## src/sv/mhpq_pkg.sv

```systemverilog
// Shared constants, codes and control/status types of the min-heap priority queue.
package mhpq_pkg;

  // Heap capacity and the widths that follow from it.
  localparam int CAPACITY = 64;
  localparam int ADDR_W   = $clog2(CAPACITY);
  localparam int CNT_W    = $clog2(CAPACITY + 1);
  localparam int EXT_W    = ADDR_W + 2;

  // Entry layout: priority in the upper half, payload in the lower half.
  localparam int PRIO_W  = 32;
  localparam int DATA_W  = 32;
  localparam int ENTRY_W = PRIO_W + DATA_W;

  // Stream widths.
  localparam int IN_TDATA_W  = 64;
  localparam int OUT_TDATA_W = 40;

  // Request kinds.
  localparam logic REQ_ENQ = 1'b0;
  localparam logic REQ_DEQ = 1'b1;

  // Response status codes.
  localparam logic [1:0] ST_OK    = 2'd0;
  localparam logic [1:0] ST_FULL  = 2'd1;
  localparam logic [1:0] ST_EMPTY = 2'd2;

  // Commands from the controller to the datapath.
  typedef struct packed {
    logic take;       // latch the incoming request
    logic enq_start;  // grow the heap by one entry
    logic set_full;   // respond full
    logic set_empty;  // respond empty
    logic dn_first;   // read root and last entry, shrink the heap
    logic dn_load;    // capture root payload and the moving entry
    logic up_rd;      // read the parent of the hole
    logic up_move;    // move the parent down into the hole
    logic dn_rd;      // read both children of the hole
    logic dn_move;    // move the smaller child up into the hole
    logic place;      // write the moving entry into the hole
    logic out_load;   // load the response register
  } mhpq_cmd_t;

  // Status from the datapath to the controller.
  typedef struct packed {
    logic is_enq;
    logic full;
    logic empty;
    logic pos_zero;
    logic leaf;
    logic up_swap;
    logic dn_swap;
    logic out_busy;
  } mhpq_sts_t;

endpackage

```

## src/sv/mhpq_ctrl.sv

```systemverilog
// Controller state machine that sequences the sift-up and sift-down walks.
module mhpq_ctrl (
  input  logic               clk,
  input  logic               rst,
  input  logic               s_tvalid,
  output logic               s_tready,
  input  mhpq_pkg::mhpq_sts_t sts,
  output mhpq_pkg::mhpq_cmd_t cmd
);

  typedef enum logic [7:0] {
    S_IDLE    = 8'b0000_0001,
    S_DISP    = 8'b0000_0010,
    S_UP_RD   = 8'b0000_0100,
    S_UP_CMP  = 8'b0000_1000,
    S_DN_LOAD = 8'b0001_0000,
    S_DN_RD   = 8'b0010_0000,
    S_DN_CMP  = 8'b0100_0000,
    S_FINISH  = 8'b1000_0000
  } state_t;

  state_t state;
  state_t state_next;

  // A new request is taken only between operations.
  assign s_tready = (state == S_IDLE);

  // Next state and command decode.
  always_comb begin
    state_next = state;
    cmd        = '0;
    unique case (state)
      S_IDLE: begin
        if (s_tvalid) begin
          cmd.take   = 1'b1;
          state_next = S_DISP;
        end
      end
      S_DISP: begin
        if (sts.is_enq) begin
          if (sts.full) begin
            cmd.set_full = 1'b1;
            state_next   = S_FINISH;
          end else begin
            cmd.enq_start = 1'b1;
            state_next    = S_UP_RD;
          end
        end else if (sts.empty) begin
          cmd.set_empty = 1'b1;
          state_next    = S_FINISH;
        end else begin
          cmd.dn_first = 1'b1;
          state_next   = S_DN_LOAD;
        end
      end
      S_UP_RD: begin
        if (sts.pos_zero) begin
          cmd.place  = 1'b1;
          state_next = S_FINISH;
        end else begin
          cmd.up_rd  = 1'b1;
          state_next = S_UP_CMP;
        end
      end
      S_UP_CMP: begin
        if (sts.up_swap) begin
          cmd.up_move = 1'b1;
          state_next  = S_UP_RD;
        end else begin
          cmd.place  = 1'b1;
          state_next = S_FINISH;
        end
      end
      S_DN_LOAD: begin
        cmd.dn_load = 1'b1;
        state_next  = S_DN_RD;
      end
      S_DN_RD: begin
        if (sts.leaf) begin
          cmd.place  = 1'b1;
          state_next = S_FINISH;
        end else begin
          cmd.dn_rd  = 1'b1;
          state_next = S_DN_CMP;
        end
      end
      S_DN_CMP: begin
        if (sts.dn_swap) begin
          cmd.dn_move = 1'b1;
          state_next  = S_DN_RD;
        end else begin
          cmd.place  = 1'b1;
          state_next = S_FINISH;
        end
      end
      S_FINISH: begin
        if (!sts.out_busy) begin
          cmd.out_load = 1'b1;
          state_next   = S_IDLE;
        end
      end
      default: begin
        state_next = S_IDLE;
      end
    endcase
  end

  // State register.
  always_ff @(posedge clk) begin
    if (rst) begin
      state <= S_IDLE;
    end else begin
      state <= state_next;
    end
  end

endmodule

```

## config.mk

```make
export PLATFORM = sky130hd
export DESIGN_NAME = mhpq_ctrl
export DESIGN_NICKNAME = d
export VERILOG_FILES = /design/src/sv/mhpq_pkg.sv /design/src/sv/mhpq_ctrl.sv
export SDC_FILE = /design/constraint.sdc
export NUM_CORES = 1
export LEC_CHECK = 0
export BUFFER_PORTS_ARGS = -buffer_cell sky130_fd_sc_hd__buf_2
export CORE_AREA = 3 3 40 42
export CTS_CLUSTER_SIZE = 20
export DETAILED_ROUTE_END_ITERATION = 10
export DIE_AREA = 0 0 43 45
export GPL_ROUTABILITY_DRIVEN = 0
export PLACE_DENSITY = 0.7
export SYNTH_ARGS = -nofsm -noshare
export SYNTH_HDL_FRONTEND = slang
export SYNTH_SLANG_ARGS = --single-unit
export TNS_END_PERCENT = 50
```

## constraint.sdc

```tcl
create_clock -name clk -period 2.7 [get_ports clk]
set_input_delay 0.135 -clock clk [delete_from_list [all_inputs] [get_ports clk]]
set_output_delay 0.135 -clock clk [all_outputs]
set_load 0.005 [all_outputs]
```

Word-level counts from Yosys, hierarchy flattened
Index checks and enable logic that the tools add are counted.
{ "totals": {"regBits": 8, "output_inout_bits": 13} }
{ "op_classes": {"eq_ne": 10, "n_reduce_logical": 1, "n_mux": 35} }
{ "op_table": {"columns": ["cell", "n"], "rows": [
  ["two-way mux 8 bit", 9],
  ["case mux 8 bit (8 select lines)", 1],
  ["two-way mux 1 bit", 21],
  ["equality test 8 x 1 -> 1 bit, second input constant", 1],
  ["equality test 8 x 2 -> 1 bit, second input constant", 1],
  ["equality test 8 x 3 -> 1 bit, second input constant", 1],
  ["equality test 8 x 4 -> 1 bit, second input constant", 1],
  ["equality test 8 x 5 -> 1 bit, second input constant", 1],
  ["equality test 8 x 6 -> 1 bit, second input constant", 1],
  ["equality test 8 x 7 -> 1 bit, second input constant", 1],
  ["equality test 8 bit, second input constant", 1],
  ["two-way mux 2 bit", 2],
  ["two-way mux 4 bit", 1],
  ["!= test 2 bit, second input constant", 2],
  ["case mux 1 bit (4 select lines)", 1],
  ["AND reduction 2 bit", 1]
]} }

Longest topological paths before layout
{ "depth": {"word_depth": 3, "mapped_depth": 5, "depth_no_buf": 4} }

Least setup slack after synthesis
Ideal clock, no wire load.
{ "synth_timing": {"path_type": "register -> output", "from": "register state[2]", "to": "output cmd[1] (netlist bit)", "arrival_time_ns": 1.224, "stages_incl_launch_ff": 6, "n_path_buf": 1, "path_slack_ns": 1.341, "cell_sequence": "dfxtp_1 -> buf_6 -> nor4_4 -> nand4b_1 -> nor2_1 -> or2_2"} }
{ "synth_lines": {"columns": ["item", "line_no", "text"], "rows": [
  ["start, declared", "mhpq_ctrl.sv:22", "state_t state;"],
  ["start signal, assigned", "mhpq_ctrl.sv:113", "state <= state_next;"],
  ["end, declared", "mhpq_ctrl.sv:8", "output mhpq_pkg::mhpq_cmd_t cmd"]
]} }

==> impl_metrics.csv <==
group,metric,value,unit
pwr,p_per_area,396,nW/um^2
floorplanning,die_area,1940,sq um
clock_tree,cts-hold-fix-buffers,0,
clock_tree,cts-root-to-sink-buffers,2,
global_routing,grt_util_all_layers,0.149,
min_path,hold-path-cell-count,2,
worst_setup_path,endpoint_required_time_on_the_critical_path,2.57,ns
routing,postRouteWirelength,1220,microns
routing,detail_route.drc_violations,0,
placement,detailedPlace.worstSlack,1.16,ns
worst_setup_path,crit_path_end_kind,"output port",
clock_tree,number_of_buffers_created_by_cts,3,
placement,port-buffer-count,23,
sta,rsz_0062_raised_after_global_routing,"false",
worst_setup_path,worst-endpoint-arrival,1.70,ns
yosys,postSynthNetCount,71,
routing,drt_pass1_iterations,4,
finish,registers_with_the_most_flip_flops,"state x8",
worst_setup_path,r2r_start,"state[2]",
sta,timing.fmax,546,MHz
min_path,hold_path_sink,"state[6]",
yosys,yosys_warnings,0,
worst_setup_path,critical_path_max_stage_delay,0.41,ns
routing,drt.antenna.violating_nets,0,
clock_tree,clock_insertion_delay_worst_skew,0.25,ns
sta,final_setup_vio_count,0,
yosys,post_synth_mux_area_share,0.0189,
floorplanning,row_count,13,
yosys,synth.distinct_cells,27,
global_routing,grt.overflow.total,0,
finish,design.final.nets,98,
sta,max_slew.worst_pin.slew,0.350,ns
placement,hpwlAfterDp,1010,microns
yosys,avgSynthCellArea,8.84,sq um
yosys,ys_async_sr_fraction,0,
clock_tree,number_of_gates_resized_after_cts,0,
sta,finClkSkew,0.000833,ns
pwr,vdd.ir_drop.worst,0.000210,V
yosys,area_share_of_xor_xnor_cells_in_the_synthesized_design,0.0165,
floorplanning,pin_count,24,
routing,route.vias.total,524,
yosys,post_synth_and_or_nand_nor_area_fraction,0.491,
worst_setup_path,worst-r2r-cell-count,4,
global_routing,wire_length_of_the_first_global_routing_pass,2190,microns
floorplanning,initial_core_util,0.413,
worst_setup_path,cells_along_the_critical_path,"nor4_4 > nand4b_1 > nor2_1 > or2_2 > buf_2",
clock_tree,cts_tree,"done",
pwr,leakage,0.315,nW
yosys,synth_top_family_by_area,"simple AND/OR/NAND/NOR gates",
floorplanning,die_height,45,microns
clock_tree,clock_tree.htree_level_count,1,
sta,period_needed,1.83,ns
sta,finalWorstSetupSlack,0.869,ns
yosys,ranking_of_synthesized_cells_by_area,"sky130_fd_sc_hd__dfxtp_1 30%, sky130_fd_sc_hd__nor4_4 8.0%, sky130_fd_sc_hd__nand4b_1 6.6%",
sta,finalSetupTns,0,ns
global_routing,grt_max_degree,8,
yosys,yosysTopAreaCellShare,0.302,
sta,timing.final.hold_violations,0,
sta,period_share,0.678,
finish,largest_register_ffs,8,
worst_setup_path,critical_path.max_fanout,7,
sta,slew_hr,0.765,
placement,dpl.cell_count,97,
run_status,run_status,"completed",
worst_setup_path,rrSetupSlack,1.24,ns
yosys,synth-edff-count,0,
floorplanning,floorplan.core_area,1280,sq um
yosys,synth_cells,60,
worst_setup_path,critical_path.startpoint_type,"register",
global_routing,antenna_found_initial,0,
routing,route.detailed.wl_per_inst,12.2,microns
yosys,ys_ff_latch,8,
clock_tree,tritoncts_num_sinks,8,
clock_tree,cts.repair_timing.setup_buffer_count,0,
routing,avgViaCountPerCell,5.24,
clock_tree,clk_pin_slew,0.05,ns
worst_setup_path,r2r_end,"state[0]",
min_path,holdCritStartpoint,"sts[3]",
flow_run,maxCapViolations,0,
yosys,synth.cell_area,531,sq um
yosys,synth_compound_gate_area_share,0.108,
yosys,synth_largest_area_cell,"sky130_fd_sc_hd__dfxtp_1",
routing,drt_first_iter_violations,6,
sta,finalMaxSlewViolations,0,
yosys,synth_top_cells_by_count,"8 x sky130_fd_sc_hd__dfxtp_1, 8 x sky130_fd_sc_hd__nor2_1, 6 x sky130_fd_sc_hd__inv_1",
yosys,yosys_most_used_dff,"sky130_fd_sc_hd__dfxtp_1",
finish,diodes_inserted,0,
global_routing,first_global_vias,499,
finish,post_layout_nonfiller_instances,100,
finish,drive_above_1_share,0.365,
worst_setup_path,cpMaxStageDelayCell,"sky130_fd_sc_hd__nor4_4",
yosys,yosysSeqAreaShare,0.302,
finish,area.growth.synth_to_final,27.4,%
finish,largest_register,"state",
worst_setup_path,crit_type,"register to output port",
yosys,yosys.area_share.adder,0,
min_path,hold_path_class,"primary input to register",
floorplanning,die_w,43,microns
sta,hold_slack,0.0739,ns
clock_tree,clock-root-buffer,"sky130_fd_sc_hd__clkbuf_4",
## layout by cell type (no fill, tap or decap), drive strengths merged
cell    Yosys  final
nand2       4      4
nor3        4      4
o221ai      1      1
or2         1      1
o211ai      1      1
mux2i       1      1
nor2        8      8
nor4        4      4
o21ai       1      1
and3        1      1
o21a        2      2
dfxtp       8      8
clkbuf      0      3
xnor2       1      1
buf         1     23
and4b       1      1
o31a        1      1
inv         6      6
nor3b       3      3
nand4       2      2
nand4b      5      5
o22ai       1      1
a31oi       1      1
nor2b       1      1
and2        1      1
## through the flow
stage	instance area, sq um	util	total power [mW]
floorplan	531	-	0.157
global placement	653	0.508	0.177
detailed placement	653	0.508	0.178
CTS	676	0.526	0.270
global route	676	0.526	0.282
finish	676	0.526	0.268
## kinds of logic (layout without fill, tap and decap cells)
logic type,Yosys count,in the layout
AND/OR/NAND/NOR,35,35
AO/OA/AOI/OAI,8,8
flip-flops,8,8
buffers and inverters,7,32
XOR/XNOR,1,1
multiplexers,1,1
## report_power, final
part           switching [mW]  internal (mW)  total [mW]
Sequential            0.00582          0.122       0.128
Combinational          0.0252         0.0227      0.0479
Clock                  0.0413         0.0509      0.0922
## worst max-delay path: cells and delay by family (launching register included)
family                 cells  cell delay, ns
buffers and inverters      1            0.10
DFF                        1            0.39
and+or+nand+nor            4            0.96
## metal layers
layer  up-vias  share of wire  track usage  wire, microns
met5         -              0            0              0
met4         0              0       0.0723              0
met3         0          0.054       0.0398             66
met2        17           0.47        0.237            575
met1       232           0.47        0.189            576
li1        275              -            -              -
## area by class of cell
cell class	instances	area [sq um]
tap	15	18.8
fill	132	609
sequential	8	160
inverter	6	22.5
timing repair buffer	23	115
clock buffer	3	22.5
multi-input combinational	45	337
## worst max-delay path by stage
| stage | startpoint | slack [ns] | endpoint |
|---|---|---|---|
| floorplan | state[2] | 1.34 | cmd[1] |
| global placement | state[5] | 1.18 | cmd[1] |
| detailed placement | state[2] | 1.16 | cmd[1] |
| CTS | state[2] | 0.87 | cmd[1] |
| global route | state[2] | 0.70 | cmd[1] |
| finish | state[2] | 0.87 | cmd[1] |
Power figures use the tool's default switching activity.
